File: config.mk
export PLATFORM = sky130hd
export DESIGN_NAME = text_attribute_decoder
export DESIGN_NICKNAME = d
export VERILOG_FILES = /design/src/design/tad_pkg.sv /design/src/design/tad_cfg_regs.sv /design/src/design/tad_decode.sv /design/src/design/text_attribute_decoder.sv
export SDC_FILE = /design/constraint.sdc
export NUM_CORES = 1
export LEC_CHECK = 0
export ABC_AREA = 1
export BUFFER_PORTS_ARGS = -buffer_cell sky130_fd_sc_hd__buf_2
export CORE_MARGIN = 5
export CORE_UTILIZATION = 30
export CTS_BUF_LIST = sky130_fd_sc_hd__clkbuf_8
export CTS_CLUSTER_DIAMETER = 100
export DETAILED_ROUTE_END_ITERATION = 10
export HOLD_SLACK_MARGIN = 0.06
export REMOVE_ABC_BUFFERS = 1
export SYNTH_ARGS = -nofsm -noshare
export SYNTH_HDL_FRONTEND = slang
export SYNTH_SLANG_ARGS = --single-unit
File: constraint.sdc
create_clock -name clk -period 2.2 [get_ports clk]
set_clock_uncertainty 0.2 [all_clocks]
set_input_delay 0.11 -clock clk [delete_from_list [all_inputs] [get_ports clk]]
set_output_delay 0.11 -clock clk [all_outputs]
set_load 0.01 [all_outputs]
File: src/design/tad_pkg.sv
`timescale 1ns / 1ps

package tad_pkg;

    localparam int unsigned CODE_W = 8;
    localparam int unsigned ATTR_W = 8;
    localparam int unsigned ADDR_W = 11;
    localparam int unsigned PEN_W  = 3;
    localparam int unsigned CFG_INDEX_W = 2;
    localparam int unsigned CFG_DATA_W  = ADDR_W;

    localparam logic [PEN_W-1:0] PEN_WHITE = 3'h7;
    localparam logic [PEN_W-1:0] PEN_BLACK = 3'h0;
    localparam logic [ATTR_W-1:0] ATTR_NONE = 8'h00;

    typedef enum logic [CFG_INDEX_W-1:0] {
        CFG_FORTY_COLUMN   = 2'd0,
        CFG_CURSOR_ENABLE  = 2'd1,
        CFG_CURSOR_ADDRESS = 2'd2
    } cfg_index_t;

    typedef enum logic [1:0] {
        CMD_KEEP     = 2'd0,
        CMD_RESERVED = 2'd1,
        CMD_BLANK    = 2'd2,
        CMD_WIDE     = 2'd3
    } attr_cmd_t;

    typedef struct packed {
        logic              row_start;
        logic [CODE_W-1:0] char_code;
        logic [ATTR_W-1:0] attr_byte;
        logic [ATTR_W-1:0] next_attr_byte;
        logic [ADDR_W-1:0] cell_address;
    } cell_in_t;

    typedef struct packed {
        logic              [CODE_W-1:0] code_out;
        logic              [ADDR_W-1:0] address_out;
        logic              [PEN_W-1:0]  foreground;
        logic              [PEN_W-1:0]  background;
        logic                           underline_on;
        logic                           blink_on;
        logic                           width_bit_low;
        logic                           width_bit_high;
        logic                           cursor_here;
    } cell_out_t;

    typedef struct packed {
        logic              forty_column;
        logic              cursor_enable;
        logic [ADDR_W-1:0] cursor_address;
    } cfg_t;

    typedef struct packed {
        logic [PEN_W-1:0] fg;
        logic [PEN_W-1:0] bg;
        logic             underline;
        logic             flash;
        logic             wide_low;
        logic             wide_high;
        logic             skip_pending;
    } attr_state_t;

    localparam attr_state_t STATE_RESET = '{
        fg:           PEN_WHITE,
        bg:           PEN_BLACK,
        underline:    1'b0,
        flash:        1'b0,
        wide_low:     1'b0,
        wide_high:    1'b0,
        skip_pending: 1'b0
    };

endpackage

File: src/design/tad_cfg_regs.sv
`timescale 1ns / 1ps

module tad_cfg_regs
(
    input  logic                            clk,
    input  logic                            rst_n,
    input  logic                            write_enable,
    input  logic [tad_pkg::CFG_INDEX_W-1:0] index,
    input  logic [tad_pkg::CFG_DATA_W-1:0]  data,
    output tad_pkg::cfg_t                   cfg
);

    tad_pkg::cfg_t cfg_reg;
    tad_pkg::cfg_t cfg_next;

    always_comb
    begin
        cfg_next = cfg_reg;
        if (write_enable)
        begin
            unique case (tad_pkg::cfg_index_t'(index))
                tad_pkg::CFG_FORTY_COLUMN:   cfg_next.forty_column   = data[0];
                tad_pkg::CFG_CURSOR_ENABLE:  cfg_next.cursor_enable  = data[0];
                tad_pkg::CFG_CURSOR_ADDRESS: cfg_next.cursor_address =
                                                 data[tad_pkg::ADDR_W-1:0];
                default:                     cfg_next = cfg_reg;
            endcase
        end
    end

    always_ff @(posedge clk or negedge rst_n)
    begin
        if (!rst_n)
        begin
            cfg_reg <= '0;
        end
        else
        begin
            cfg_reg <= cfg_next;
        end
    end

    assign cfg = cfg_reg;

endmodule

File: src/design/tad_decode.sv
`timescale 1ns / 1ps

module tad_decode
(
    input  tad_pkg::cell_in_t    cur_cell,
    input  tad_pkg::cfg_t        cfg,
    input  tad_pkg::attr_state_t state,
    output tad_pkg::attr_state_t state_next,
    output logic                 emit,
    output tad_pkg::cell_out_t   result
);

    tad_pkg::attr_state_t base;
    tad_pkg::attr_state_t upd;
    tad_pkg::attr_cmd_t   cmd;
    logic                 is_command;

    assign cmd        = tad_pkg::attr_cmd_t'(cur_cell.attr_byte[7:6]);
    assign is_command = (cur_cell.attr_byte[2:0] == cur_cell.attr_byte[5:3]);

    // row start clears attributes and the pending skip first
    always_comb
    begin
        base = state;
        if (cur_cell.row_start)
        begin
            base           = tad_pkg::STATE_RESET;
            base.wide_low  = cfg.forty_column;
            base.wide_high = cfg.forty_column;
        end
    end

    always_comb
    begin
        upd = base;
        if (is_command)
        begin
            unique case (cmd) inside
                tad_pkg::CMD_KEEP, tad_pkg::CMD_RESERVED:
                begin
                    upd = base;
                end
                tad_pkg::CMD_BLANK:
                begin
                    upd.fg        = tad_pkg::PEN_BLACK;
                    upd.bg        = tad_pkg::PEN_BLACK;
                    upd.underline = 1'b0;
                    upd.flash     = 1'b0;
                end
                tad_pkg::CMD_WIDE:
                begin
                    upd.wide_low  = cur_cell.attr_byte[0];
                    upd.wide_high = cur_cell.attr_byte[1];
                    if (cur_cell.next_attr_byte != tad_pkg::ATTR_NONE)
                    begin
                        upd.fg        = cur_cell.next_attr_byte[2:0];
                        upd.bg        = cur_cell.next_attr_byte[5:3];
                        upd.underline = cur_cell.next_attr_byte[6];
                        upd.flash     = cur_cell.next_attr_byte[7];
                    end
                end
                default:
                begin
                    upd = base;
                end
            endcase
        end
        else
        begin
            upd.fg        = cur_cell.attr_byte[2:0];
            upd.bg        = cur_cell.attr_byte[5:3];
            upd.underline = cur_cell.attr_byte[6];
            upd.flash     = cur_cell.attr_byte[7];
            upd.wide_low  = cfg.forty_column;
            upd.wide_high = cfg.forty_column;
        end
        upd.skip_pending = (upd.wide_low | upd.wide_high) & ~cfg.forty_column;
    end

    // second half of a wide character on an 80-column screen is swallowed
    always_comb
    begin
        if (base.skip_pending)
        begin
            emit                    = 1'b0;
            state_next              = base;
            state_next.skip_pending = 1'b0;
        end
        else
        begin
            emit       = 1'b1;
            state_next = upd;
        end
    end

    always_comb
    begin
        result.code_out       = cur_cell.char_code;
        result.address_out    = cur_cell.cell_address;
        result.foreground     = upd.fg;
        result.background     = upd.bg;
        result.underline_on   = upd.underline;
        result.blink_on       = upd.flash;
        result.width_bit_low  = upd.wide_low;
        result.width_bit_high = upd.wide_high;
        result.cursor_here    = cfg.cursor_enable
                                && (cur_cell.cell_address == cfg.cursor_address);
    end

endmodule

File: src/design/text_attribute_decoder.sv
`timescale 1ns / 1ps

// a cell goes from in_data through cell_reg and the decode to out_data_reg
// one cell per cycle when out_stall allows; a dropped cell needs no output slot
// the attribute state advances only when the input register hands on its cell
// reset: async, rst_n low; valid and config zero, pens white on black, no skip

module text_attribute_decoder
(
    input  logic                            clk,
    input  logic                            rst_n,
    input  logic                            in_valid,
    output logic                            in_stall,
    input  tad_pkg::cell_in_t               in_data,
    output logic                            out_valid,
    input  logic                            out_stall,
    output tad_pkg::cell_out_t              out_data,
    input  logic                            cfg_write_enable,
    input  logic [tad_pkg::CFG_INDEX_W-1:0] cfg_index,
    input  logic [tad_pkg::CFG_DATA_W-1:0]  cfg_data
);

    tad_pkg::cfg_t        cfg;
    tad_pkg::cell_in_t    cell_reg;
    logic                 cell_valid_reg;
    tad_pkg::attr_state_t state_reg;
    tad_pkg::attr_state_t state_next;
    tad_pkg::cell_out_t   out_data_reg;
    logic                 out_valid_reg;
    tad_pkg::cell_out_t   result;
    logic                 emit;
    logic                 out_free;
    logic                 cell_fire;
    logic                 cell_load;
    logic                 out_load;

    tad_cfg_regs u_cfg_regs
    (
        .clk          (clk),
        .rst_n        (rst_n),
        .write_enable (cfg_write_enable),
        .index        (cfg_index),
        .data         (cfg_data),
        .cfg          (cfg)
    );

    tad_decode u_decode
    (
        .cur_cell   (cell_reg),
        .cfg        (cfg),
        .state      (state_reg),
        .state_next (state_next),
        .emit       (emit),
        .result     (result)
    );

    assign out_free  = !out_valid_reg || !out_stall;
    assign cell_fire = cell_valid_reg && (!emit || out_free);
    assign out_load  = cell_fire && emit;
    assign cell_load = !cell_valid_reg || cell_fire;
    assign in_stall  = !cell_load;

    always_ff @(posedge clk or negedge rst_n)
    begin
        if (!rst_n)
        begin
            cell_valid_reg <= 1'b0;
            out_valid_reg  <= 1'b0;
            state_reg      <= tad_pkg::STATE_RESET;
        end
        else
        begin
            if (cell_load)
            begin
                cell_valid_reg <= in_valid;
            end
            if (out_free)
            begin
                out_valid_reg <= out_load;
            end
            if (cell_fire)
            begin
                state_reg <= state_next;
            end
        end
    end

    always_ff @(posedge clk)
    begin
        if (cell_load && in_valid)
        begin
            cell_reg <= in_data;
        end
        if (out_load)
        begin
            out_data_reg <= result;
        end
    end

    assign out_valid = out_valid_reg;
    assign out_data  = out_data_reg;

    a_wide_sets_skip: assert property (@(posedge clk) disable iff (!rst_n)
        out_load && (result.width_bit_low || result.width_bit_high)
        && !cfg.forty_column |=> state_reg.skip_pending)
        else $error("wide cell on 80-column screen did not arm skip");

    a_drop_clears_skip: assert property (@(posedge clk) disable iff (!rst_n)
        cell_fire && !emit |=> !state_reg.skip_pending)
        else $error("dropped cell left skip pending");

    a_drop_no_output: assert property (@(posedge clk) disable iff (!rst_n)
        cell_fire && !emit && !out_valid_reg |=> !out_valid_reg)
        else $error("dropped cell produced output");

    a_stall_needs_cell: assert property (@(posedge clk) disable iff (!rst_n)
        in_stall |-> cell_valid_reg && emit && out_valid_reg && out_stall)
        else $error("input stalled without a blocked cell");

endmodule

Yosys cells after proc, flatten, opt, wreduce, memory -nomap -nowiden
Cells that the tools add are included.
{"block": "classes", "mux": 7, "eq_ne": 6, "n_reduce_logical": 16, "bitwise_logic": 3}
{"op": "$mux W11", "n": 2}
{"op": "$pmux W8 S2", "n": 1}
{"op": "$eq A11 B11 Y1", "n": 1}
{"op": "$mux W10", "n": 1}
{"op": "$mux W8", "n": 1}
{"op": "$reduce_bool A8 Y1", "n": 1}
{"op": "$eq A2 B2 Y1 const B", "n": 3}
{"op": "$reduce_and A2 Y1", "n": 3}
{"op": "$logic_and A1 B1 Y1", "n": 4}
{"op": "$logic_not A1 Y1", "n": 4}
{"op": "$eq A3 B3 Y1", "n": 1}
{"op": "$logic_or A1 B1 Y1", "n": 3}
{"op": "$eq A2 B1 Y1 const B", "n": 1}
{"op": "$logic_not A2 Y1", "n": 1}
{"op": "$mux W2", "n": 1}
{"op": "$and A1 B1 Y1", "n": 1}
{"op": "$mux W1", "n": 1}
{"op": "$not A1 Y1", "n": 1}
{"op": "$or A1 B1 Y1", "n": 1}
{"block": "word_totals", "out_inout_bits": 32, "regBits": 92, "input_bits": 54, "elab_cells": 58}

Longest topological paths before layout
{"block": "logic_depth", "word_depth": 7, "ltp_mapped": 9, "mapped_depth_nobuf": 9}

By module
Synthesis repeated with hierarchy kept, for this count alone.
{"block": "hier_totals", "hier_cells": 409, "hier_area_um2": 4196.5}
{"module": "text_attribute_decoder", "cells_each": 126, "n_inst": 1, "area_per_inst_um2": 2524.9, "seq_area_each_um2": 2311.0}
{"module": "tad_decode", "cells_each": 220, "n_inst": 1, "area_per_inst_um2": 1049.8, "seq_area_each_um2": 0.0}
{"module": "tad_cfg_regs", "cells_each": 63, "n_inst": 1, "area_per_inst_um2": 621.8, "seq_area_each_um2": 325.3}

Worst setup path after synthesis
OpenSTA, ideal clock, no wires.
{"block": "synth_path", "path_type": "reg2reg", "startpoint": "reg cell_reg[35] (netlist bit)", "endpoint": "reg cell_reg[0] (netlist bit), enable pin", "path_buffers": 0, "period_less_slack_ns": 2.270, "required_ns": 1.609, "path_slack_ns": -0.070, "path_stages_with_launch": 8, "t_arrival_ns": 1.680, "setup_time_ns": 0.391, "path_cell_list": "edfxtp_1 > inv_2 > nand2_4 > nand3_4 > nor2_1 > inv_1 > nand2_1 > inv_1"}
{"block": "synth_between", "elab_chain_cells": 5}
{"element": "start, declared", "line": "text_attribute_decoder.sv:24", "source": "tad_pkg::cell_in_t cell_reg;"}
{"element": "start signal, assigned", "line": "text_attribute_decoder.sv:92", "source": "cell_reg <= in_data;"}
{"element": "$mux W11", "line": "tad_decode.sv:25", "source": "if (cur_cell.row_start)"}
{"element": "$logic_or A1 B1 Y1", "line": "text_attribute_decoder.sv:58", "source": "assign cell_fire = cell_valid_reg && (!emit || out_free);"}
{"element": "$logic_and A1 B1 Y1", "line": "text_attribute_decoder.sv:58"}
{"element": "$logic_or A1 B1 Y1", "line": "text_attribute_decoder.sv:60", "source": "assign cell_load = !cell_valid_reg || cell_fire;"}
{"element": "$logic_and A1 B1 Y1", "line": "text_attribute_decoder.sv:90", "source": "if (cell_load && in_valid)"}
No other way between the ends.
A chain may end at the register's enable or synchronous reset.

Worst setup path in the final report
{"block": "layout_path", "startpoint": "reg cell_reg[35] (netlist bit)", "endpoint": "reg cell_valid_reg"}
{"block": "layout_between", "elab_chain_cells": 4}
{"element": "$mux W11", "line": "tad_decode.sv:25"}
{"element": "$logic_or A1 B1 Y1", "line": "text_attribute_decoder.sv:58"}
{"element": "$logic_and A1 B1 Y1", "line": "text_attribute_decoder.sv:58"}
{"element": "$logic_or A1 B1 Y1", "line": "text_attribute_decoder.sv:60"}
{"element": "end signal, assigned", "line": "text_attribute_decoder.sv:75", "source": "cell_valid_reg <= in_valid;"}
{"element": "end, declared", "line": "text_attribute_decoder.sv:25", "source": "logic cell_valid_reg;"}
No other way between the ends.

==> results.json <==
{
  "max_freq_mhz": 485,
  "hpwl_mm": 5.83,
  "final_area_um2": 5100,
  "reg2reg_from": "cell_reg[35]",
  "die-area_um2": 14800,
  "grt_usage_pct": 12.2,
  "grt_antenna_before_repair": 0,
  "final_nets": 513,
  "crit_type": "reg2reg",
  "hold_viol": 0,
  "hold_slack_ns": 0.115,
  "die_h_um": 122,
  "ys_seq_elements": 92,
  "wl_mm": 8.54,
  "synth_area_leaders": "edfxtp_1 (53%), dfrtp_1 (15%), nand2_1 (6.5%)",
  "synth_xor_area_share_pct": 1.17,
  "ant_nets": 0,
  "synth.top_cell.area_share_pct": 53.1,
  "n_antenna_cell": 0,
  "cts_buffers": 9,
  "drt-vias-per-instance": 4.27,
  "syn_area_per_cell_um2": 12.0,
  "largest_reg_flops": 36,
  "finalMaxSlewViolations": 0,
  "ios": 86,
  "slew_headroom_pct": 56.6,
  "clk_path_buf_depth": 2,
  "fin_util_pct": 42.1,
  "p_leak_nw": 2.22,
  "drc": 0,
  "numPlacedInstances": 562,
  "tightest_slew_ns": 0.651,
  "final_cells": 632,
  "required_ns": 2.25,
  "swShare_pct": 30.4,
  "num_vias": 2699,
  "min_period_ns": 2.06,
  "worst-path-max-fanout": 7,
  "crit_arrival_ns": 2.11,
  "die_x_um": 122,
  "place_ws_ns": 0.258,
  "drv_cap": 0,
  "tns_ns": 0,
  "grt_pass1_wl_mm": 13.9,
  "reg2reg_depth": 8,
  "placementRows": 40,
  "cts_setup_buffers": 0,
  "synthCells": 310,
  "peakVddDrop_mv": 0.426,
  "synthAdderAreaFrac_pct": 0,
  "syn_area_um2": 3730,
  "drt_first_pass_iters": 4,
  "comb_power_share_pct": 23.9,
  "clk_pin_slew_ns": 0.09,
  "synth_top_cell_by_area": "edfxtp_1",
  "drive_gt1_share_pct": 27.8,
  "setup_violations": 0,
  "worst_slack_ns": 0.138,
  "syn2layout_area_growth_pct": 36.7,
  "yosys.area_share.simple_pct": 15.8,
  "clock_latency_ns": 0.35,
  "core_area_um2": 12100,
  "clockPowerShare_pct": 23.0,
  "p_sw_mw": 1.43,
  "internal_power_mw": 3.27,
  "synth_compound_area_share_pct": 6.43,
  "status": "finished clean",
  "critical_path.endpoint_type": "flip-flop",
  "cts_tree": "yes",
  "grt_max_degree": 40,
  "synth_top_family_by_area": "simple AND/OR/NAND/NOR gates",
  "clockRootBuffer": "clkbuf_8",
  "power.share.sequential_pct": 53.1,
  "ys_seq_area_share_pct": 70.6,
  "rsz0062_at_grt": "no",
  "synthMuxAreaShare_pct": 1.81,
  "power.total_mw": 4.71,
  "crit_start": "cell_reg[35]",
  "grt_pass1_vias": 2855,
  "cts_max_level": 3,
  "place_area_um2": 4380,
  "rr_endpoint": "cell_valid_reg",
  "port-buffer-count": 85,
  "power_density_nw_per_um2": 922,
  "period_share_pct": 93.7,
  "cp-start-kind": "flip-flop",
  "gp_congestion": 0.776,
  "cts_resized": 0,
  "endpoint": "cell_valid_reg",
  "initialDrtViolationCount": 92,
  "synth_warnings": 0,
  "hp-class": "in2async",
  "grt_overflow": 0,
  "start_util_pct": 30.8,
  "cts_sinks": 92,
  "avgRoutedWirePerCell_um": 13.5,
  "synth.distinct_cells": 30,
  "regToRegSetupSlack_ns": 0.14
}
## cells in the final DEF, fill, tap and decap left out, drive strengths merged
cell type,n
edfxtp,66
o211ai,1
bufinv,1
dfrtp,23
nand3,15
xnor2,3
xor2,2
a21oi,11
buf,87
or2,3
nand2,68
dfstp,3
a21boi,9
nor4,1
clkbuf,9
clkinv,3
mux2,6
inv,36
nand4,1
nor2,41
o22ai,2
clkinvlp,1
o21ai,18
dlygate4sd3,54
## worst min-delay path by stage
stage          start           endpoint  slack (ns)  depth (start not counted)
2_1_floorplan  rst_n     cell_valid_reg       -0.39                          0
4_1_cts        rst_n       state_reg[7]        0.13                          2
3_5_place_dp   rst_n       state_reg[7]       -0.02                          1
3_3_place_gp   rst_n       state_reg[7]       -0.03                          1
6_report       rst_n       state_reg[7]        0.12                          2
5_1_grt        rst_n  u_cfg_regs.cfg[9]        0.16                          2
## synth_stat cells
library cell / number
xnor2_1: 3
nand3_1: 8
inv_4: 1
nor2_1: 40
inv_8: 1
o211ai_1: 1
nand2_4: 2
xor2_1: 2
o21ai_0: 15
buf_4: 1
dfrtp_1: 23
nor4_1: 1
o22ai_1: 2
a21oi_1: 11
nand3_2: 6
o21ai_1: 1
mux2_2: 6
a21boi_0: 9
edfxtp_1: 66
or2_2: 3
o21ai_2: 2
buf_2: 2
nand4_1: 1
nand2_8: 1
nor2_2: 1
inv_2: 1
inv_1: 31
dfstp_2: 3
nand2_1: 65
nand3_4: 1
## area by class of cell
type / count / area, um^2
fill: 1181 / 7010
inverter: 34 / 138
timing repair buffer: 141 / 993
tap: 168 / 210
sequential: 92 / 2640
clock buffer: 9 / 124
multi-input combinational: 181 / 943
clock inverter: 7 / 60.1
## routing by layer
layer | vias up | global-route usage, % | wire, um
met2 | 79 | 19.4 | 3950
met4 | 0 | 6.44 | 194
li1 | 1342 | - | -
met3 | 16 | 3.76 | 586
met5 | - | 0 | 0
met1 | 1262 | 14.8 | 3810
## kinds of logic after synthesis
| group | after synthesis |
|---|---|
| flops | 92 |
| buf+inv | 37 |
| xor+xnor | 5 |
| simple gates | 129 |
| compound gates | 41 |
| mux | 6 |
## power by group through the flow
stage                     registers [mW]  clock network (mW)  logic (mW)
after floorplan                     2.57                   0       0.596
after global placement              2.53                   0        1.05
after detailed placement            2.53                   0        1.06
after CTS                           2.50                1.13        1.15
after global routing                2.54                1.20        1.27
final                               2.50                1.08        1.13
## what timing repair did
| action | in CTS | in global routing |
|---|---|---|
| hold buffers | 54 | 0 |
| endpoints found under the setup margin | 0 | 0 |
| hold endpoints to repair | 81 | 0 |
## worst max-delay path: stages, from the launching register on
cell	delay [ns]
edfxtp_1	0.49
inv_2	0.13
nand2_4	0.15
nand3_4	0.09
nor2_1	0.16
inv_1	0.07
nand2_1	0.07
dlygate4sd3_1	0.55
nand2_1	0.05
Note: power is estimated with default switching activity, not from simulation.
